$ cat config.mk
export PLATFORM = sky130hd
export DESIGN_NAME = lss_mac
export DESIGN_NICKNAME = d
export VERILOG_FILES = /design/src/sv/lss_pkg.sv /design/src/sv/lss_mac.sv
export SDC_FILE = /design/constraint.sdc
export NUM_CORES = 2
export LEC_CHECK = 0
export ABC_AREA = 1
export BUFFER_PORTS_ARGS = -buffer_cell sky130_fd_sc_hd__buf_2
export CAP_MARGIN = 10
export CORE_UTILIZATION = 60
export CTS_CLUSTER_DIAMETER = 40
export DETAILED_ROUTE_END_ITERATION = 8
export GPL_TIMING_DRIVEN = 0
export MAX_ROUTING_LAYER = met4
export PLACE_DENSITY_LB_ADDON = 0.12
export SLEW_MARGIN = 20
export SYNTH_ARGS = -nofsm -noshare
export SYNTH_HDL_FRONTEND = slang
export SYNTH_SLANG_ARGS = --single-unit
export TNS_END_PERCENT = 5
$ cat constraint.sdc
create_clock -name clk -period 10.2 [get_ports clk]
set_input_delay 0.51 -clock clk [delete_from_list [all_inputs] [get_ports clk]]
set_output_delay 0.51 -clock clk [all_outputs]
set_load 0.1 [all_outputs]
$ cat src/sv/lss_pkg.sv
package lss_pkg;

  localparam int W           = 32;
  localparam int ROWS        = 4;
  localparam int STORE_DEPTH = 96;
  localparam int CA_W        = 7;
  localparam int LAT_DEPTH   = 2 * ROWS;
  localparam int LA_W        = 3;

  localparam int LATENT_DIM_DEF = 4;
  localparam int COVAR_DIM_DEF  = 4;
  localparam int FRAC_BITS_DEF  = 16;

  localparam logic [1:0] FUNC_LOAD = 2'd0;
  localparam logic [1:0] FUNC_INIT = 2'd1;
  localparam logic [1:0] FUNC_STEP = 2'd2;

  localparam logic [2:0] TBL_MEAN  = 3'd0;
  localparam logic [2:0] TBL_INIT  = 3'd1;
  localparam logic [2:0] TBL_ICPT  = 3'd2;
  localparam logic [2:0] TBL_TRAN  = 3'd3;
  localparam logic [2:0] TBL_NOISE = 3'd4;
  localparam logic [2:0] TBL_COVAR = 3'd5;

  typedef logic signed [W-1:0] word_t;
  typedef word_t [ROWS-1:0] vec_t;

  typedef enum logic [1:0] {
    ST_IDLE,
    ST_RUN,
    ST_WAIT,
    ST_HOLD
  } state_t;

  typedef enum logic [1:0] {
    PH_BASE,
    PH_TRAN,
    PH_NOISE,
    PH_COVAR
  } phase_t;

  typedef struct packed {
    logic       vld;
    phase_t     phase;
    logic [1:0] col;
    logic [1:0] row;
    logic       last;
  } tag_t;

  typedef struct packed {
    logic       vld;
    logic [1:0] row;
    word_t      value;
  } wb_t;

endpackage

$ cat src/sv/lss_mac.sv
module lss_mac #(
  parameter int FRAC_BITS = lss_pkg::FRAC_BITS_DEF
) (
  input  logic           clk,
  input  logic           rst_n,
  input  lss_pkg::tag_t  issue,
  input  lss_pkg::word_t coef_rdata,
  input  lss_pkg::word_t lat_rdata,
  input  lss_pkg::vec_t  noise,
  input  lss_pkg::vec_t  covar,
  output lss_pkg::wb_t   wb
);

  localparam int PROD_W = 2 * lss_pkg::W;
  localparam int RND_W  = PROD_W - FRAC_BITS;
  localparam int ACC_W  = RND_W + 4;

  localparam logic signed [PROD_W-1:0] HALF = PROD_W'(64'd1 << (FRAC_BITS - 1));
  localparam logic signed [lss_pkg::W-1:0] ONE = lss_pkg::W'(64'd1 << FRAC_BITS);
  localparam logic signed [ACC_W-1:0] ACC_ZERO = '0;
  localparam logic signed [ACC_W-1:0] SAT_HI = ACC_W'(33'sh07fffffff);
  localparam logic signed [ACC_W-1:0] SAT_LO = -SAT_HI - ACC_W'(1);

  lss_pkg::tag_t            tag_s1_r, tag_s2_r, tag_s3_r, tag_s4_r;
  logic signed [lss_pkg::W-1:0] op_a, op_b;
  logic signed [PROD_W-1:0] prod_nxt, prod_r;
  logic signed [PROD_W-1:0] rsum;
  logic signed [RND_W-1:0]  rnd_r;
  logic signed [ACC_W-1:0]  acc_nxt, acc_r;

  always_ff @(posedge clk) begin
    if (!rst_n) begin
      tag_s1_r <= '0;
      tag_s2_r <= '0;
      tag_s3_r <= '0;
      tag_s4_r <= '0;
    end else begin
      tag_s1_r <= issue;
      tag_s2_r <= tag_s1_r;
      tag_s3_r <= tag_s2_r;
      tag_s4_r <= tag_s3_r;
    end
  end

  // base term multiplies by one, which rounds back to itself
  always_comb begin
    op_a = coef_rdata;
    unique case (tag_s1_r.phase)
      lss_pkg::PH_BASE:  op_b = ONE;
      lss_pkg::PH_TRAN:  op_b = lat_rdata;
      lss_pkg::PH_NOISE: op_b = noise[tag_s1_r.col];
      lss_pkg::PH_COVAR: op_b = covar[tag_s1_r.col];
      default:           op_b = '0;
    endcase
  end

  assign prod_nxt = op_a * op_b;
  assign rsum     = prod_r + HALF;
  assign acc_nxt  = ((tag_s3_r.phase == lss_pkg::PH_BASE) ? ACC_ZERO : acc_r)
                    + ACC_W'(rnd_r);

  always_ff @(posedge clk) begin
    prod_r <= prod_nxt;
    rnd_r  <= RND_W'(rsum >>> FRAC_BITS);
    if (tag_s3_r.vld) begin
      acc_r <= acc_nxt;
    end
  end

  always_comb begin
    wb.vld = tag_s4_r.vld && tag_s4_r.last;
    wb.row = tag_s4_r.row;
    if (acc_r > SAT_HI) begin
      wb.value = lss_pkg::word_t'(SAT_HI[lss_pkg::W-1:0]);
    end else if (acc_r < SAT_LO) begin
      wb.value = lss_pkg::word_t'(SAT_LO[lss_pkg::W-1:0]);
    end else begin
      wb.value = lss_pkg::word_t'(acc_r[lss_pkg::W-1:0]);
    end
  end

  a_row_start: assert property (@(posedge clk) disable iff (!rst_n)
    tag_s3_r.vld && tag_s3_r.phase == lss_pkg::PH_BASE |-> !tag_s4_r.vld || tag_s4_r.last)
    else $error("row started before previous row closed");

  a_issue_flow: assert property (@(posedge clk) disable iff (!rst_n)
    issue.vld |-> ##4 tag_s4_r.vld)
    else $error("issued term lost in pipeline");

endmodule

**Yosys cells after proc, flatten, opt, wreduce, memory -nomap -nowiden**

Cells that the tools add are included.

- Flip-flop bits (word level): 188
- Memories: 0
- Latch bits: 0
- Memory bits (writable): 0
- Output and inout port bits: 35
- Logic and storage cells: 39
- Bits of input ports: 330
- ROM bits: 0

- Add/sub/neg operators: 2
- Order comparisons: 3
- Reduce and logical (&&, ||, !) cells: 3
- Mux-type cells: 8
- Equal/unequal tests: 3
- Shifts and indexed selects: 0
- Bitwise operators: 0
- Div/mod/pow operators: 0
- Multipliers: 1

Operators by type and width:

| kind | count |
|---|---|
| binary-select mux 32 bit (select 2 bit) | 2 |
| two-way mux 32 bit | 4 |
| one-hot mux 32 bit (4 select lines) | 1 |
| adder 64 x 17 -> 64 bit, second input constant | 1 |
| multiplier 32 x 32 -> 64 bit | 1 |
| adder 52 x 48 -> 52 bit | 1 |
| > comparator 52 x 32 -> 1 bit, second input constant | 1 |
| less-than comparator 52 x 32 -> 1 bit, second input constant | 1 |
| two-way mux 52 bit | 1 |
| equality test 2 bit, second input constant | 2 |
| logical NOT 2 bit | 2 |
| less-than comparator 2 x 3 -> 1 bit, second input constant | 1 |
| equality test 2 x 1 -> 1 bit, second input constant | 1 |
| logical AND 1 bit | 1 |

**Longest topological paths before layout**

- Word-level depth: 4
- Mapped depth: 39
- Depth with buffers taken out: 35

**Worst setup path before layout**

Ideal clock, no wire load.

- Kind: flip-flop to flip-flop
- From: reg tag_s1_r[3] (netlist bit)
- To: reg prod_r[60]
- Data arrival time: 7.933 ns
- Buffers on the path: 5
- Cell stages (with the launch flop): 36
- Clock period less this slack: 8.045 ns
- Slack: 2.155 ns
- Required time: 10.088 ns
- Library setup time: 0.112 ns
- Path through: dfxtp_1 -> inv_2 -> buf_4 -> buf_2 -> buf_2 -> buf_2 -> nand2_1 -> nand3_1 -> nand3_1 -> nand3_1 -> buf_2 -> nand2_1 -> inv_1 -> fa_1 -> inv_1 -> fa_1 -> inv_1 -> fa_1 -> fa_1 -> inv_1 -> fa_1 -> inv_1 -> fa_1 -> inv_1 -> fa_1 -> inv_1 -> fa_1 -> ha_1 -> a21oi_1 -> o21a_1 -> a21boi_0 -> o22ai_1 -> a311oi_1 -> nand2_1 -> nand2_1 -> nand2_1

- Word-level cells in the longest chain between the ends: 4
- Elaborated cells on any way between the ends: 6
- Those cells by class: 1 x mul; 5 x mux

RTL lines:

| element | RTL line | RTL |
|---|---|---|
| start: declaration | lss_mac.sv:24 | `lss_pkg::tag_t tag_s1_r, tag_s2_r, tag_s3_r, tag_s4_r;` |
| start signal: assignment | lss_mac.sv:38 | `tag_s1_r <= issue;` |
| binary-select mux 32 bit (select 2 bit), on equally long branches | lss_mac.sv:52, lss_mac.sv:51 |  |
| two-way mux 32 bit, on equally long branches | lss_mac.sv:52, lss_mac.sv:51 |  |
| one-hot mux 32 bit (4 select lines) * | lss_mac.sv:48 | `unique case (tag_s1_r.phase)` |
| multiplier 32 x 32 -> 64 bit * | lss_mac.sv:57 | `assign prod_nxt = op_a * op_b;` |
| named net prod_nxt[60] | lss_mac.sv:26 | `logic signed [PROD_W-1:0] prod_nxt, prod_r;` |
| end signal: assignment | lss_mac.sv:63 | `prod_r <= prod_nxt;` |
| end: declaration | lss_mac.sv:26 |  |

Mark *: on every way through the listed nets, which the timed path passes. The rest lies on a longest branch. The select of a mux whose other input is x is not followed.
A chain may end at the register's enable or synchronous reset.

**Worst setup path in the final report**

- From: reg tag_s1_r[4] (netlist bit)
- To: reg prod_r[56]

The elaborated chain is that of the path after synthesis.

==> flow_metrics.env <==
export IMPL_avgRoutedWirePerCell_um=24.66
export IMPL_start_kind="flop"
export IMPL_die_height_um=287.7
export IMPL_viasPerCell=5.773
export IMPL_drv_cap=0
export IMPL_layout_commonest_cell="inv_1"
export IMPL_cts_sinks=173
export IMPL_status="complete, but fails checks"
export IMPL_synthesis_area_um2=48970
export IMPL_end_kind="flop"
export IMPL_htreeDepth=4
export IMPL_synth_edf_count=52
export IMPL_num_io_pins=365
export IMPL_worstMarginPinSlew_ns=1.327
export IMPL_nets=8338
export IMPL_async_reset_ff_frac=0
export IMPL_cp_data_arrival_time_ns=10.48
export IMPL_antenna_found_initial=13
export IMPL_finalCritPeriodShare=0.9860
export IMPL_fin_crit_ns=10.06
export IMPL_cpPeakStageDelay_ns=0.76
export IMPL_syn_nets=7953
export IMPL_vias=44960
export IMPL_area_growth_pct=7.985
export IMPL_post_cts_buffers=0
export IMPL_finalSetupViolCount=0
export IMPL_track_usage=0.4889
export IMPL_globalplace_congestion=1.087
export IMPL_netlist_instances=6309
export IMPL_dr_first_iter_drc_count=5782
export IMPL_synth_warnings=0
export IMPL_grt_pass1_wl_um=281000
export IMPL_ys_ff_latch=173
export IMPL_routed_wl_um=192100
export IMPL_slew_headroom=0.1121
export IMPL_post_place_cells=7736
export IMPL_reg2reg_slack_ns=0.14
export IMPL_hold_ws_ns=0.1681
export IMPL_core_um2=80680
export IMPL_drive_above_1_share=0.08856
export IMPL_die_x_um=287.7
export IMPL_cts_tree="built"
export IMPL_clk_pin_slew_ns=0.11
export IMPL_grt_remaining_overflow=0
export IMPL_grt_pass1_vias=45540
export IMPL_dp_hpwl_um=162600
export IMPL_cts_buffers=17
export IMPL_grt_max_degree=53
export IMPL_crit_slowest_cell="nand3_1"
export IMPL_path_class="reg2reg"
export IMPL_finalHoldViolations=0
export IMPL_avgSynthCellArea_um2=7.761
export IMPL_synth_seq_area_share=0.08136
export IMPL_cts_buffer_depth=2
export IMPL_initial_core_util=0.6069
export IMPL_insertion_delay_ns=0.51
export IMPL_root_buffer="clkbuf_16"
export IMPL_hold_class="in2reg"
export IMPL_maxSlewViolCount=0
export IMPL_drt_antenna_violating_nets=0
export IMPL_firstDrtPassIters=9
export IMPL_crit_path_frequent_cell="fa_1"
export IMPL_synth_ff_type="dfxtp_1"
export IMPL_fmax_mhz=99.43
export IMPL_drc=32
export IMPL_final_cell_mix="1744 x inv_1, 1573 x nand2_1, 1080 x fa_1"
export IMPL_rsz0062_at_grt="yes"
export IMPL_violations="design-rule violations"
export IMPL_fin_skew_ns=0.04165
export IMPL_final_cells=7787
export IMPL_ys_types=51
export IMPL_die_area_um2=82760
export IMPL_rows=104
export IMPL_worstPathRequired_ns=10.62
export IMPL_io_buffers=364
export IMPL_crit_fanout=10
-- cell usage after synthesis, types with 3 or more instances --
library cell,number,area share
inv_1,1745,0.13
nand2_1,1573,0.12
fa_1,1082,0.44
nor2_1,306,0.023
ha_1,232,0.059
nand3_1,187,0.019
o21ai_0,184,0.019
a21oi_1,166,0.017
dfxtp_1,121,0.049
clkbuf_1,105,0.0080
buf_2,104,0.011
xor2_1,97,0.017
edfxtp_1,52,0.032
xnor2_1,50,0.0089
buf_1,44,0.0034
or2_2,32,0.0041
o22ai_1,30,0.0038
nor3_1,29,0.0030
a31oi_1,24,0.0031
nor4_1,23,0.0029
nand4_1,21,0.0027
a21o_1,14,0.0021
nand2_2,11,0.0014
o21a_1,8,0.0012
inv_2,6,0.00046
buf_4,5,0.00077
o31ai_1,5,0.00077
a211oi_1,4,0.00061
a21boi_0,4,0.00061
o21ai_1,4,0.00041
o21ai_2,4,0.00072
a221oi_1,3,0.00054
nand3_2,3,0.00061
nor2_2,3,0.00038
o21bai_1,3,0.00046
-- stage by stage --
stage               setup TNS (ns)  setup slack [ns]  cell area [um2]  utilization
detailed placement        -0.08951          -0.04985            52190       0.6468
CTS                              0            0.1308            52780       0.6542
floorplan                        0             2.155            48970            -
finish                           0            0.1430            52880       0.6554
global route              -0.02390          -0.02390            52860       0.6552
global placement          -0.01351          -0.01351            52110       0.6460
-- sequential cells by signal (all words and copies together), names as in the netlist --
| register | count |
|---|---|
| acc_r | 52 |
| prod_r | 49 |
| rnd_r | 48 |
| tag_s1_r | 8 |
| tag_s2_r | 6 |
| tag_s3_r | 6 |
| tag_s4_r | 2 |
| wb | 2 |
-- path summary, 6_finish.rpt --
path / cells after the start / startpoint / endpoint
max reg2reg: 29 / tag_s1_r[4] / prod_r[56]
min: 3 / issue[3] / tag_s1_r[3]
min reg2reg: 2 / tag_s2_r[7] / tag_s3_r[7]
max: 29 / tag_s1_r[4] / prod_r[56]
-- critical path, delay by kind of cell, from the launching register on --
| family | cells | cell delay (ns) |
|---|---|---|
| fa+ha+maj | 9 | 4.54 |
| simple gates | 11 | 2.85 |
| buf+inv | 8 | 2.08 |
| flops | 1 | 0.34 |
| xor+xnor | 1 | 0.15 |
-- cell type report --
class | count | area, um2
antenna | 20 | 50.05
buffer | 257 | 1125
clock buffer | 17 | 425.4
clock inverter | 15 | 163.9
fill | 7140 | 27800
inverter | 1751 | 6576
multi-input combinational | 4127 | 37340
sequential | 173 | 3988
tap | 1060 | 1326
timing repair buffer | 367 | 1884
-- metal layers --
| metal | global-route usage | wire length (um) | share of wire | vias up |
|---|---|---|---|---|
| li1 | - | - | - | 18990 |
| met1 | 0.6032 | 68880 | 0.36 | 21890 |
| met2 | 0.6912 | 79650 | 0.41 | 3279 |
| met3 | 0.1465 | 26980 | 0.14 | 799 |
| met4 | 0.3312 | 16560 | 0.086 | 0 |
| met5 | - | 0 | 0 | - |
-- timing repair --
| item | in CTS | in global routing |
|---|---|---|
| gates resized for setup | 1 | 18 |
| endpoints found under the hold margin | 0 | 0 |
| endpoints found under the setup margin | 3 | 26 |
| hold buffers | 0 | 0 |
-- kinds of logic (layout without fill, tap and decap cells) --
kind of cell               Yosys count  after routing  share of synthesized area
buffers and inverters             2009           2407                     0.1570
DFF                                173            173                    0.08136
other                                0             20                          0
adders and majority gates         1314           1314                     0.5016
and+or+nand+nor                   2201           2201                     0.1814
AOI/OAI and AO/OA                  465            465                    0.05226
xor gates and xnor gates           147            147                    0.02629
Power is not shown: default switching activity piles up to over one toggle a cycle in this logic, so the estimate is an artifact.
