===== config.mk =====
export PLATFORM = sky130hd
export DESIGN_NAME = lss_seq_flat
export DESIGN_NICKNAME = d
export VERILOG_FILES = /design/src/sv/lss_pkg.sv /design/src/sv/lss_in_if.sv /design/src/sv/lss_out_if.sv /design/src/sv/lss_seq.sv /design/src/flat_wrapper.sv
export SDC_FILE = /design/constraint.sdc
export NUM_CORES = 1
export LEC_CHECK = 0
export BUFFER_PORTS_ARGS = -buffer_cell sky130_fd_sc_hd__buf_2
export CAP_MARGIN = 20
export CORE_AREA = 5 5 317 319
export DETAILED_ROUTE_END_ITERATION = 16
export DIE_AREA = 0 0 322 324
export HOLD_SLACK_MARGIN = 0.03
export MAX_ROUTING_LAYER = met4
export PLACE_DENSITY = 0.43
export SYNTH_ARGS = -nofsm -noshare
export SYNTH_HDL_FRONTEND = slang
export SYNTH_SLANG_ARGS = --single-unit

===== constraint.sdc =====
create_clock -name clk -period 9 [get_ports clk]
set_input_delay 1.8 -clock clk [delete_from_list [all_inputs] [get_ports clk]]
set_output_delay 1.8 -clock clk [all_outputs]
set_load 0.01 [all_outputs]

===== src/sv/lss_pkg.sv =====
package lss_pkg;

  localparam int W           = 32;
  localparam int ROWS        = 4;
  localparam int STORE_DEPTH = 96;
  localparam int CA_W        = 7;
  localparam int LAT_DEPTH   = 2 * ROWS;
  localparam int LA_W        = 3;

  localparam int LATENT_DIM_DEF = 4;
  localparam int COVAR_DIM_DEF  = 4;
  localparam int FRAC_BITS_DEF  = 16;

  localparam logic [1:0] FUNC_LOAD = 2'd0;
  localparam logic [1:0] FUNC_INIT = 2'd1;
  localparam logic [1:0] FUNC_STEP = 2'd2;

  localparam logic [2:0] TBL_MEAN  = 3'd0;
  localparam logic [2:0] TBL_INIT  = 3'd1;
  localparam logic [2:0] TBL_ICPT  = 3'd2;
  localparam logic [2:0] TBL_TRAN  = 3'd3;
  localparam logic [2:0] TBL_NOISE = 3'd4;
  localparam logic [2:0] TBL_COVAR = 3'd5;

  typedef logic signed [W-1:0] word_t;
  typedef word_t [ROWS-1:0] vec_t;

  typedef enum logic [1:0] {
    ST_IDLE,
    ST_RUN,
    ST_WAIT,
    ST_HOLD
  } state_t;

  typedef enum logic [1:0] {
    PH_BASE,
    PH_TRAN,
    PH_NOISE,
    PH_COVAR
  } phase_t;

  typedef struct packed {
    logic       vld;
    phase_t     phase;
    logic [1:0] col;
    logic [1:0] row;
    logic       last;
  } tag_t;

  typedef struct packed {
    logic       vld;
    logic [1:0] row;
    word_t      value;
  } wb_t;

endpackage


===== src/sv/lss_in_if.sv =====
interface lss_in_if;
  logic              valid;
  logic              ready;
  logic [1:0]        func;
  logic [6:0]        coef_addr;
  lss_pkg::word_t    coef_value;
  lss_pkg::word_t    noise_0;
  lss_pkg::word_t    noise_1;
  lss_pkg::word_t    noise_2;
  lss_pkg::word_t    noise_3;
  lss_pkg::word_t    covar_0;
  lss_pkg::word_t    covar_1;
  lss_pkg::word_t    covar_2;
  lss_pkg::word_t    covar_3;

  modport source (
    output valid, func, coef_addr, coef_value,
    output noise_0, noise_1, noise_2, noise_3,
    output covar_0, covar_1, covar_2, covar_3,
    input  ready
  );

  modport sink (
    input  valid, func, coef_addr, coef_value,
    input  noise_0, noise_1, noise_2, noise_3,
    input  covar_0, covar_1, covar_2, covar_3,
    output ready
  );
endinterface


===== src/sv/lss_out_if.sv =====
interface lss_out_if;
  logic           valid;
  logic           ready;
  lss_pkg::word_t latent_0;
  lss_pkg::word_t latent_1;
  lss_pkg::word_t latent_2;
  lss_pkg::word_t latent_3;

  modport source (
    output valid, latent_0, latent_1, latent_2, latent_3,
    input  ready
  );

  modport sink (
    input  valid, latent_0, latent_1, latent_2, latent_3,
    output ready
  );
endinterface


===== src/sv/lss_seq.sv =====
module lss_seq #(
  parameter int LATENT_DIM = lss_pkg::LATENT_DIM_DEF,
  parameter int COVAR_DIM  = lss_pkg::COVAR_DIM_DEF
) (
  input  logic                      clk,
  input  logic                      rst_n,
  lss_in_if.sink                    in_ch,
  lss_out_if.source                 out_ch,
  output lss_pkg::tag_t             issue,
  output logic [lss_pkg::CA_W-1:0]  coef_raddr,
  output logic [lss_pkg::LA_W-1:0]  lat_raddr,
  output logic                      coef_we,
  output logic [lss_pkg::CA_W-1:0]  coef_waddr,
  output lss_pkg::word_t            coef_wdata,
  output logic                      lat_we,
  output logic [lss_pkg::LA_W-1:0]  lat_waddr,
  output lss_pkg::word_t            lat_wdata,
  output lss_pkg::vec_t             noise,
  output lss_pkg::vec_t             covar,
  input  lss_pkg::wb_t              wb
);

  localparam logic [1:0] LDM1 = 2'(LATENT_DIM - 1);
  localparam logic [1:0] CDM1 = 2'(COVAR_DIM - 1);

  lss_pkg::state_t state_r, state_nxt;
  lss_pkg::phase_t phase_r, phase_nxt;
  logic [1:0]      row_r, row_nxt;
  logic [1:0]      col_r, col_nxt;
  logic            init_r, init_nxt;
  logic            bank_r, bank_nxt;
  logic            out_vld_r, out_vld_nxt;
  lss_pkg::vec_t   noise_r, noise_nxt;
  lss_pkg::vec_t   covar_r, covar_nxt;
  lss_pkg::vec_t   res_r, res_nxt;
  lss_pkg::vec_t   out_lat_r, out_lat_nxt;
  logic [2:0]      tbl;
  logic            acc_in;

  assign in_ch.ready = (state_r == lss_pkg::ST_IDLE);
  assign acc_in      = in_ch.valid && in_ch.ready;

  always_ff @(posedge clk) begin
    if (!rst_n) begin
      state_r   <= lss_pkg::ST_IDLE;
      phase_r   <= lss_pkg::PH_BASE;
      row_r     <= '0;
      col_r     <= '0;
      init_r    <= 1'b0;
      bank_r    <= 1'b0;
      out_vld_r <= 1'b0;
    end else begin
      state_r   <= state_nxt;
      phase_r   <= phase_nxt;
      row_r     <= row_nxt;
      col_r     <= col_nxt;
      init_r    <= init_nxt;
      bank_r    <= bank_nxt;
      out_vld_r <= out_vld_nxt;
    end
  end

  always_ff @(posedge clk) begin
    noise_r   <= noise_nxt;
    covar_r   <= covar_nxt;
    res_r     <= res_nxt;
    out_lat_r <= out_lat_nxt;
  end

  always_comb begin
    state_nxt   = state_r;
    phase_nxt   = phase_r;
    row_nxt     = row_r;
    col_nxt     = col_r;
    init_nxt    = init_r;
    bank_nxt    = bank_r;
    out_vld_nxt = out_vld_r && !out_ch.ready;
    noise_nxt   = noise_r;
    covar_nxt   = covar_r;
    res_nxt     = res_r;
    out_lat_nxt = out_lat_r;
    coef_we     = 1'b0;
    issue       = '0;

    unique case (state_r)
      lss_pkg::ST_IDLE: begin
        if (acc_in) begin
          unique case (in_ch.func) inside
            lss_pkg::FUNC_LOAD: begin
              coef_we = (in_ch.coef_addr < 7'(lss_pkg::STORE_DEPTH));
            end
            lss_pkg::FUNC_INIT, lss_pkg::FUNC_STEP: begin
              init_nxt     = (in_ch.func == lss_pkg::FUNC_INIT);
              noise_nxt[0] = in_ch.noise_0;
              noise_nxt[1] = in_ch.noise_1;
              noise_nxt[2] = in_ch.noise_2;
              noise_nxt[3] = in_ch.noise_3;
              covar_nxt[0] = in_ch.covar_0;
              covar_nxt[1] = in_ch.covar_1;
              covar_nxt[2] = in_ch.covar_2;
              covar_nxt[3] = in_ch.covar_3;
              res_nxt      = '0;
              row_nxt      = '0;
              col_nxt      = '0;
              phase_nxt    = lss_pkg::PH_BASE;
              state_nxt    = lss_pkg::ST_RUN;
            end
            default: begin
            end
          endcase
        end
      end
      lss_pkg::ST_RUN: begin
        issue.vld   = 1'b1;
        issue.phase = phase_r;
        issue.col   = col_r;
        issue.row   = row_r;
        issue.last  = (phase_r == lss_pkg::PH_COVAR) && (col_r == CDM1);
        unique case (phase_r)
          lss_pkg::PH_BASE: begin
            phase_nxt = init_r ? lss_pkg::PH_NOISE : lss_pkg::PH_TRAN;
            col_nxt   = '0;
          end
          lss_pkg::PH_TRAN: begin
            if (col_r == LDM1) begin
              phase_nxt = lss_pkg::PH_NOISE;
              col_nxt   = '0;
            end else begin
              col_nxt = col_r + 2'd1;
            end
          end
          lss_pkg::PH_NOISE: begin
            if (col_r == LDM1) begin
              phase_nxt = lss_pkg::PH_COVAR;
              col_nxt   = '0;
            end else begin
              col_nxt = col_r + 2'd1;
            end
          end
          lss_pkg::PH_COVAR: begin
            if (col_r == CDM1) begin
              phase_nxt = lss_pkg::PH_BASE;
              col_nxt   = '0;
              if (row_r == LDM1) begin
                state_nxt = lss_pkg::ST_WAIT;
              end else begin
                row_nxt = row_r + 2'd1;
              end
            end else begin
              col_nxt = col_r + 2'd1;
            end
          end
          default: begin
          end
        endcase
      end
      lss_pkg::ST_WAIT: begin
      end
      lss_pkg::ST_HOLD: begin
        if (!out_vld_r || out_ch.ready) begin
          out_lat_nxt = res_r;
          out_vld_nxt = 1'b1;
          bank_nxt    = !bank_r;
          state_nxt   = lss_pkg::ST_IDLE;
        end
      end
      default: begin
        state_nxt = lss_pkg::ST_IDLE;
      end
    endcase

    if (wb.vld) begin
      res_nxt[wb.row] = wb.value;
      if (wb.row == LDM1) begin
        state_nxt = lss_pkg::ST_HOLD;
      end
    end
  end

  always_comb begin
    unique case (phase_r)
      lss_pkg::PH_BASE:  tbl = init_r ? lss_pkg::TBL_MEAN : lss_pkg::TBL_ICPT;
      lss_pkg::PH_TRAN:  tbl = lss_pkg::TBL_TRAN;
      lss_pkg::PH_NOISE: tbl = init_r ? lss_pkg::TBL_INIT : lss_pkg::TBL_NOISE;
      lss_pkg::PH_COVAR: tbl = lss_pkg::TBL_COVAR;
      default:           tbl = lss_pkg::TBL_MEAN;
    endcase
  end

  assign coef_raddr = {tbl, row_r, col_r};
  assign lat_raddr  = {bank_r, col_r};
  assign coef_waddr = in_ch.coef_addr;
  assign coef_wdata = in_ch.coef_value;
  assign lat_we     = wb.vld;
  assign lat_waddr  = {!bank_r, wb.row};
  assign lat_wdata  = wb.value;
  assign noise      = noise_r;
  assign covar      = covar_r;

  assign out_ch.valid    = out_vld_r;
  assign out_ch.latent_0 = out_lat_r[0];
  assign out_ch.latent_1 = out_lat_r[1];
  assign out_ch.latent_2 = out_lat_r[2];
  assign out_ch.latent_3 = out_lat_r[3];

  a_wb_busy: assert property (@(posedge clk) disable iff (!rst_n)
    wb.vld |-> state_r == lss_pkg::ST_RUN || state_r == lss_pkg::ST_WAIT)
    else $error("row result while sequencer idle");

  a_final_row: assert property (@(posedge clk) disable iff (!rst_n)
    wb.vld && wb.row == LDM1 |=> state_r == lss_pkg::ST_HOLD)
    else $error("final row did not close item");

  a_out_src: assert property (@(posedge clk) disable iff (!rst_n)
    $rose(out_vld_r) |-> $past(state_r) == lss_pkg::ST_HOLD)
    else $error("output raised outside hold");

  a_bank_flip: assert property (@(posedge clk) disable iff (!rst_n)
    bank_r != $past(bank_r) |-> $past(state_r) == lss_pkg::ST_HOLD)
    else $error("latent bank flipped mid item");

endmodule


===== src/flat_wrapper.sv =====
// flat-port wrapper written by rule: the top's interface ports become plain ports
module lss_seq_flat 
#(
  parameter int LATENT_DIM = lss_pkg::LATENT_DIM_DEF,
  parameter int COVAR_DIM  = lss_pkg::COVAR_DIM_DEF
)
  (clk, rst_n, issue, coef_raddr, lat_raddr, coef_we, coef_waddr, coef_wdata, lat_we, lat_waddr, lat_wdata, noise, covar, wb, in_ch_valid, in_ch_func, in_ch_coef_addr, in_ch_coef_value, in_ch_noise_0, in_ch_noise_1, in_ch_noise_2, in_ch_noise_3, in_ch_covar_0, in_ch_covar_1, in_ch_covar_2, in_ch_covar_3, in_ch_ready, out_ch_valid, out_ch_latent_0, out_ch_latent_1, out_ch_latent_2, out_ch_latent_3, out_ch_ready);
  lss_in_if in_ch_i ();
  lss_out_if out_ch_i ();
  input  logic clk;
  input  logic rst_n;
  output lss_pkg::tag_t issue;
  output logic [lss_pkg::CA_W-1:0] coef_raddr;
  output logic [lss_pkg::LA_W-1:0] lat_raddr;
  output logic coef_we;
  output logic [lss_pkg::CA_W-1:0] coef_waddr;
  output lss_pkg::word_t coef_wdata;
  output logic lat_we;
  output logic [lss_pkg::LA_W-1:0] lat_waddr;
  output lss_pkg::word_t lat_wdata;
  output lss_pkg::vec_t noise;
  output lss_pkg::vec_t covar;
  input  lss_pkg::wb_t wb;
  input wire logic [$bits(in_ch_i.valid)-1:0] in_ch_valid;
  input wire logic [$bits(in_ch_i.func)-1:0] in_ch_func;
  input wire logic [$bits(in_ch_i.coef_addr)-1:0] in_ch_coef_addr;
  input wire logic [$bits(in_ch_i.coef_value)-1:0] in_ch_coef_value;
  input wire logic [$bits(in_ch_i.noise_0)-1:0] in_ch_noise_0;
  input wire logic [$bits(in_ch_i.noise_1)-1:0] in_ch_noise_1;
  input wire logic [$bits(in_ch_i.noise_2)-1:0] in_ch_noise_2;
  input wire logic [$bits(in_ch_i.noise_3)-1:0] in_ch_noise_3;
  input wire logic [$bits(in_ch_i.covar_0)-1:0] in_ch_covar_0;
  input wire logic [$bits(in_ch_i.covar_1)-1:0] in_ch_covar_1;
  input wire logic [$bits(in_ch_i.covar_2)-1:0] in_ch_covar_2;
  input wire logic [$bits(in_ch_i.covar_3)-1:0] in_ch_covar_3;
  output wire logic [$bits(in_ch_i.ready)-1:0] in_ch_ready;
  output wire logic [$bits(out_ch_i.valid)-1:0] out_ch_valid;
  output wire logic [$bits(out_ch_i.latent_0)-1:0] out_ch_latent_0;
  output wire logic [$bits(out_ch_i.latent_1)-1:0] out_ch_latent_1;
  output wire logic [$bits(out_ch_i.latent_2)-1:0] out_ch_latent_2;
  output wire logic [$bits(out_ch_i.latent_3)-1:0] out_ch_latent_3;
  input wire logic [$bits(out_ch_i.ready)-1:0] out_ch_ready;
  assign in_ch_i.valid = in_ch_valid;
  assign in_ch_i.func = in_ch_func;
  assign in_ch_i.coef_addr = in_ch_coef_addr;
  assign in_ch_i.coef_value = in_ch_coef_value;
  assign in_ch_i.noise_0 = in_ch_noise_0;
  assign in_ch_i.noise_1 = in_ch_noise_1;
  assign in_ch_i.noise_2 = in_ch_noise_2;
  assign in_ch_i.noise_3 = in_ch_noise_3;
  assign in_ch_i.covar_0 = in_ch_covar_0;
  assign in_ch_i.covar_1 = in_ch_covar_1;
  assign in_ch_i.covar_2 = in_ch_covar_2;
  assign in_ch_i.covar_3 = in_ch_covar_3;
  assign in_ch_ready = in_ch_i.ready;
  assign out_ch_valid = out_ch_i.valid;
  assign out_ch_latent_0 = out_ch_i.latent_0;
  assign out_ch_latent_1 = out_ch_i.latent_1;
  assign out_ch_latent_2 = out_ch_i.latent_2;
  assign out_ch_latent_3 = out_ch_i.latent_3;
  assign out_ch_i.ready = out_ch_ready;
  lss_seq #(.LATENT_DIM(LATENT_DIM), .COVAR_DIM(COVAR_DIM)) u_core (.clk(clk), .rst_n(rst_n), .in_ch(in_ch_i), .out_ch(out_ch_i), .issue(issue), .coef_raddr(coef_raddr), .lat_raddr(lat_raddr), .coef_we(coef_we), .coef_waddr(coef_waddr), .coef_wdata(coef_wdata), .lat_we(lat_we), .lat_waddr(lat_waddr), .lat_wdata(lat_wdata), .noise(noise), .covar(covar), .wb(wb));
endmodule

# Word level (Yosys, flattened, before mapping)
# Index checks and enable logic that the tools add are counted.
[totals] out_inout_bits=480 input_bits=336 romBits=0 latch_bits=0 mem_bits_rw=0 register_bits=523 memories=0
[classes] order_cmp=3 shift=0 mux=40 n_reduce_logical=19 add_sub_neg=2 n_eq_ne=18 n_bitwise=0 mul=0 div_mod_pow=0
[ops] op="$mux 128" count=4
[ops] op="$bwmux 128" count=1
[ops] op="$demux 32 s2" count=1
[ops] op="$mux 2" count=19
[ops] op="$mux 32" count=1
[ops] op="$pmux 2 s2" count=4
[ops] op="$eq 2x2->1 const B" count=7
[ops] op="$pmux 3 s4" count=1
[ops] op="$reduce_and 6->1" count=2
[ops] op="$mux 8" count=1
[ops] op="$pmux 2 s4" count=1
[ops] op="$lt 7x7->1 const B" count=1
[ops] op="$eq 2x1->1 const B" count=3
[ops] op="$logic_not 2->1" count=3
[ops] op="$ne 2x2->1 const B" count=3
[ops] op="$ne 3x2->1 const B" count=2
[ops] op="$pmux 2 s3" count=1
[ops] op="$reduce_and 3->1" count=2
[ops] op="$mux 1" count=5
[ops] op="$add 2x1->2 const B" count=2
[ops] op="$logic_and 1x1->1" count=4
[ops] op="$ne 2x1->1 const B" count=2
[ops] op="$logic_not 1->1" count=3
[ops] op="$lt 2x3->1 const B" count=1
[ops] op="8 further kinds" count=8

# Logic depth before layout (Yosys ltp)
[depth] word_depth=7 mapped_depth=7 ltp_nobuf=5

# Worst setup path after synthesis
# Ideal clock, no wire load.
[synth_timing] path_type="input port to flip-flop" from="in out_ch_ready" to="reg u_core.out_lat_r, in the netlist u_core.out_ch.latent_0[0], enable pin" path_stages=2 setup_time_ns=0.617 t_arrival_ns=7.171 path_buffers=0 path_slack_ns=1.212 path_cell_list="nor2b_1 > nor2_1"
[synth_between] elab_chain_cells=2
[synth_rtl] element="start: declaration" line_no="flat_wrapper.sv:42" text="input wire logic [$bits(out_ch_i.ready)-1:0] out_ch_ready;"
[synth_rtl] element="$logic_or 1x1->1" line_no="lss_seq.sv:160" text="if (!out_vld_r || out_ch.ready) begin"
[synth_rtl] element="$reduce_and 2->1 (no line)"
[synth_rtl] element="end signal: assignment" line_no="lss_seq.sv:67" text="out_lat_r <= out_lat_nxt;"
[synth_rtl] element="end: declaration" line_no="lss_seq.sv:36" text="lss_pkg::vec_t out_lat_r, out_lat_nxt;"
# No other way between the ends.
# A chain may end at the register's enable or synchronous reset.

# Worst setup path after layout
[layout_timing] from="in in_ch_func[1]" to="out coef_we"
[layout_between] elab_chain_cells=4
[layout_rtl] element="start: declaration" line_no="flat_wrapper.sv:25" text="input wire logic [$bits(in_ch_i.func)-1:0] in_ch_func;"
[layout_rtl] element="$logic_not 2->1 (no line)"
[layout_rtl] element="$mux 1" line_no="lss_seq.sv:88" text="unique case (in_ch.func) inside"
[layout_rtl] element="$mux 1" line_no="lss_seq.sv:87" text="if (acc_in) begin"
[layout_rtl] element="$mux 1" line_no="lss_seq.sv:85" text="unique case (state_r)"
[layout_rtl] element="end: declaration" line_no="flat_wrapper.sv:15" text="output logic coef_we;"
# No other way between the ends.

==> metrics.md <==
| Metric | Value |
|---|---|
| Max transition margin | 35.9% |
| Largest net degree at the start of global routing | 158 |
| P&R area growth vs syn | 38.8% |
| CP startpoint kind | primary input |
| MaxCap Viol Count | 0 |
| GP Congestion | 0.834 |
| Final net count | 1,892 |
| Cts hold-fix bufs | 0 |
| Hold Path Sink | u_core.out_ch.latent_2[21]$_DFFE_PP_ |
| Worst r2r dst | u_core.covar[15]$_DFFE_PP_ |
| Drt via density | 3.60 |
| DRC | 0 |
| Number of cell rows | 115 |
| H-tree levels | 2 |
| DIE AREA | 0.104 mm2 |
| Total gr overflow | 0 |
| Die X | 322 um |
| Achievable frequency | 233 MHz |
| Seq cells post-synth | 523 |
| First-pass GRT wire length | 81.8 mm |
| Post-synth cell types | 35 |
| Final ANT Viol Nets | 0 |
| Hold crit path type | flop to flop |
| Worst R2R Start | u_core.state_r[0]$_SDFF_PN0_ |
| Final TNS setup | 0 ns |
| Final Instance Area | 0.0234 mm2 |
| Pin slew with the least headroom to its limit | 0.961 ns |
| Core area | 0.0976 mm2 |
| Port Buffers | 741 |
| CTS Buf Count | 58 |
| Post-synth EDFFs | 384 |
| Ports | 816 |
| DR iter-0 viols | 574 |
| Syn_nets | 1,188 |
| Share of cells above drive strength 1 | 53.9% |
| Mapped Area | 0.0169 mm2 |
| Starting Density | 17.3% |
| Total leakage power | 9.41 nW |
| Synthesized area per cell | 20.0 um2 |
| Critical path class | primary input to output port |
| Clock root cell | clkbuf_16 |
| Clk_skew | 0.0326 ns |
| Synth async-reset ratio | 0% |
| CTS clk-pin slew, worst paths | 0.06 ns |
| HP Start | u_core.res_r[85]$_DFF_P_ |
| Power density over the cells | 240 mW/mm2 |
| HPWL Detailed | 46.2 mm |
| Reg2reg path depth | 3 |
| CP most frequent cell | buf_2 |
| Outcome | complete, no violations |
| Most frequent cells in the layout | 741 x buf_2, 384 x edfxtp_1, 139 x dfxtp_1, 128 x a22o_1, 59 x clkbuf_16 |
| Final Cycle Share | 47.6% |
| CTS max path bufs | 3 |
| Routed vias | 10,398 |
| CTS tree | built |
| CP Capture Type | output port |
| Reg-to-reg setup timing slack | 6.31 ns |
| Maximum VDD drop | 0.000137 V |
| Post-route setup slack | 4.71 ns |
| Hold path depth | 0 |
| Die height | 324 um |
| Worst EP arrival | 2.49 ns |
| Min Tclk post-route | 4.29 ns |
| Final hold violations | 0 |
| Post-CTS setup buffer count | 0 |
| Seq/Total Area, Yosys | 84.8% |
| Max Slew Vio Count | 0 |
| Worst EP required | 7.20 ns |
| Commonest non-fill, non-tap cell in the layout | buf_2 |
| Post-Route WL | 61.6 mm |
| First-pass iteration count of the detailed router | 4 |
| Initial antenna violation count | 19 |
| DR WL/cell | 21.3 um |
| Mapped Cells | 844 |
| Placement Cell Area | 0.0215 mm2 |
| Pre-CTS setup slack | 4.51 ns |
| Final Setup Violations | 0 |
| Largest stage delay, worst path | 0.15 ns |
| Cts repair resizes | 0 |
| Critical-path cell list | buf_2, inv_1, ha_1, nand3_1, a21oi_1, buf_2 |
| Critical-path top delay cell | buf_2 |
| Clk_lat worst skew | 0.63 ns |
| Crit path max fanout | 2 |
| Number of global-route vias before repair | 10,846 |
| Total track usage | 11.2% |
| Post-synth top flop | edfxtp_1 |
| Clk sink count | 523 |
| Yosys warns | 0 |
| RSZ-0062 raised after global routing | false |
kinds of logic (layout without fill, tap and decap cells):
family	Yosys count	count (layout)	share of synthesized area (%)
AOI/OAI and AO/OA	146	146	7.36
adders and majority gates	8	8	0.593
buffers and inverters	117	869	5.01
DFF	523	523	84.8
muxes	7	7	0.430
other	0	6	0
and+or+nand+nor	43	43	1.78
worst max-delay path by stage:
stage | from | endpoint | slack (ns) | cells after the start
after floorplan | out_ch_ready | u_core.out_ch.latent_0[0]$_DFFE_PP_ | 1.21 | 2
after global routing | in_ch_func[1] | coef_we | 4.66 | 6
final | in_ch_func[1] | coef_we | 4.71 | 6
after detailed placement | in_ch_func[1] | u_core.noise[24]$_DFFE_PP_ | 4.51 | 6
after CTS | in_ch_func[1] | coef_we | 4.71 | 6
after global placement | in_ch_func[1] | u_core.noise[13]$_DFFE_PP_ | 4.56 | 6
synthesized netlist by cell type, types with 8 or more instances:
master / count / area, um2
edfxtp_1: 384 / 11500
dfxtp_1: 139 / 2780
buf_4: 77 / 578
buf_6: 15 / 169
clkbuf_1: 12 / 45.0
nor2_1: 8 / 30.0
a22o_1: 128 / 1120
a21oi_1: 9 / 45.0
ha_1: 8 / 100
inv_1: 10 / 37.5
layer usage:
layer / GRT usage (%) / part of all wire (%) / vias to the layer above
met5: - / 0 / -
met4: 2.57 / 2.0 / 0
met3: 4.53 / 11 / 99
met2: 19.6 / 51 / 537
met1: 12.0 / 36 / 5151
li1: - / - / 4611
power by group:
group          internal [mW]  switching, mW
Sequential              2.77         0.0672
Combinational          0.163          0.238
Clock                   1.38          0.990
sequential cells by signal (all words and copies together), names as in the netlist:
register / flops
u_core.init_r: 1
u_core.out_ch.valid: 1
u_core.row_r: 2
u_core.phase_r: 2
u_core.covar: 128
u_core.out_ch.latent_3: 32
u_core.bank_r: 1
u_core.col_r: 2
u_core.res_r: 128
u_core.noise: 128
u_core.out_ch.latent_2: 32
u_core.state_r: 2
u_core.out_ch.latent_0: 32
u_core.out_ch.latent_1: 32
worst max-delay path, delay by kind of cell:
kind                     cells  cell delay, ns
AO/OA/AOI/OAI                1            0.13
adder cells (fa/ha/maj)      1            0.14
buffers and inverters        3            0.33
AND/OR/NAND/NOR              1            0.08
final cells by class:
type	instances	area [um2]
fillers	10220	74100
flip-flops and latches	523	14300
repair buffers	751	3800
multi-input cells	204	1740
well taps	1287	1610
clock buffers	71	1560
clock inverters	37	355
inverters	10	37.5
diodes	6	15.0
per-stage QoR:
step | utilization, % | hold slack (ns) | instances | total power [mW]
final | 24.0 | 0.422 | 2889 | 5.61
after floorplan | - | 0.409 | 844 | 3.09
after global placement | 22.0 | 0.416 | 2775 | 3.29
after CTS | 24.0 | 0.422 | 2883 | 5.72
after detailed placement | 22.0 | 0.416 | 2775 | 3.30
after global routing | 24.0 | 0.434 | 2888 | 5.85
Power figures use the tool's default switching activity.
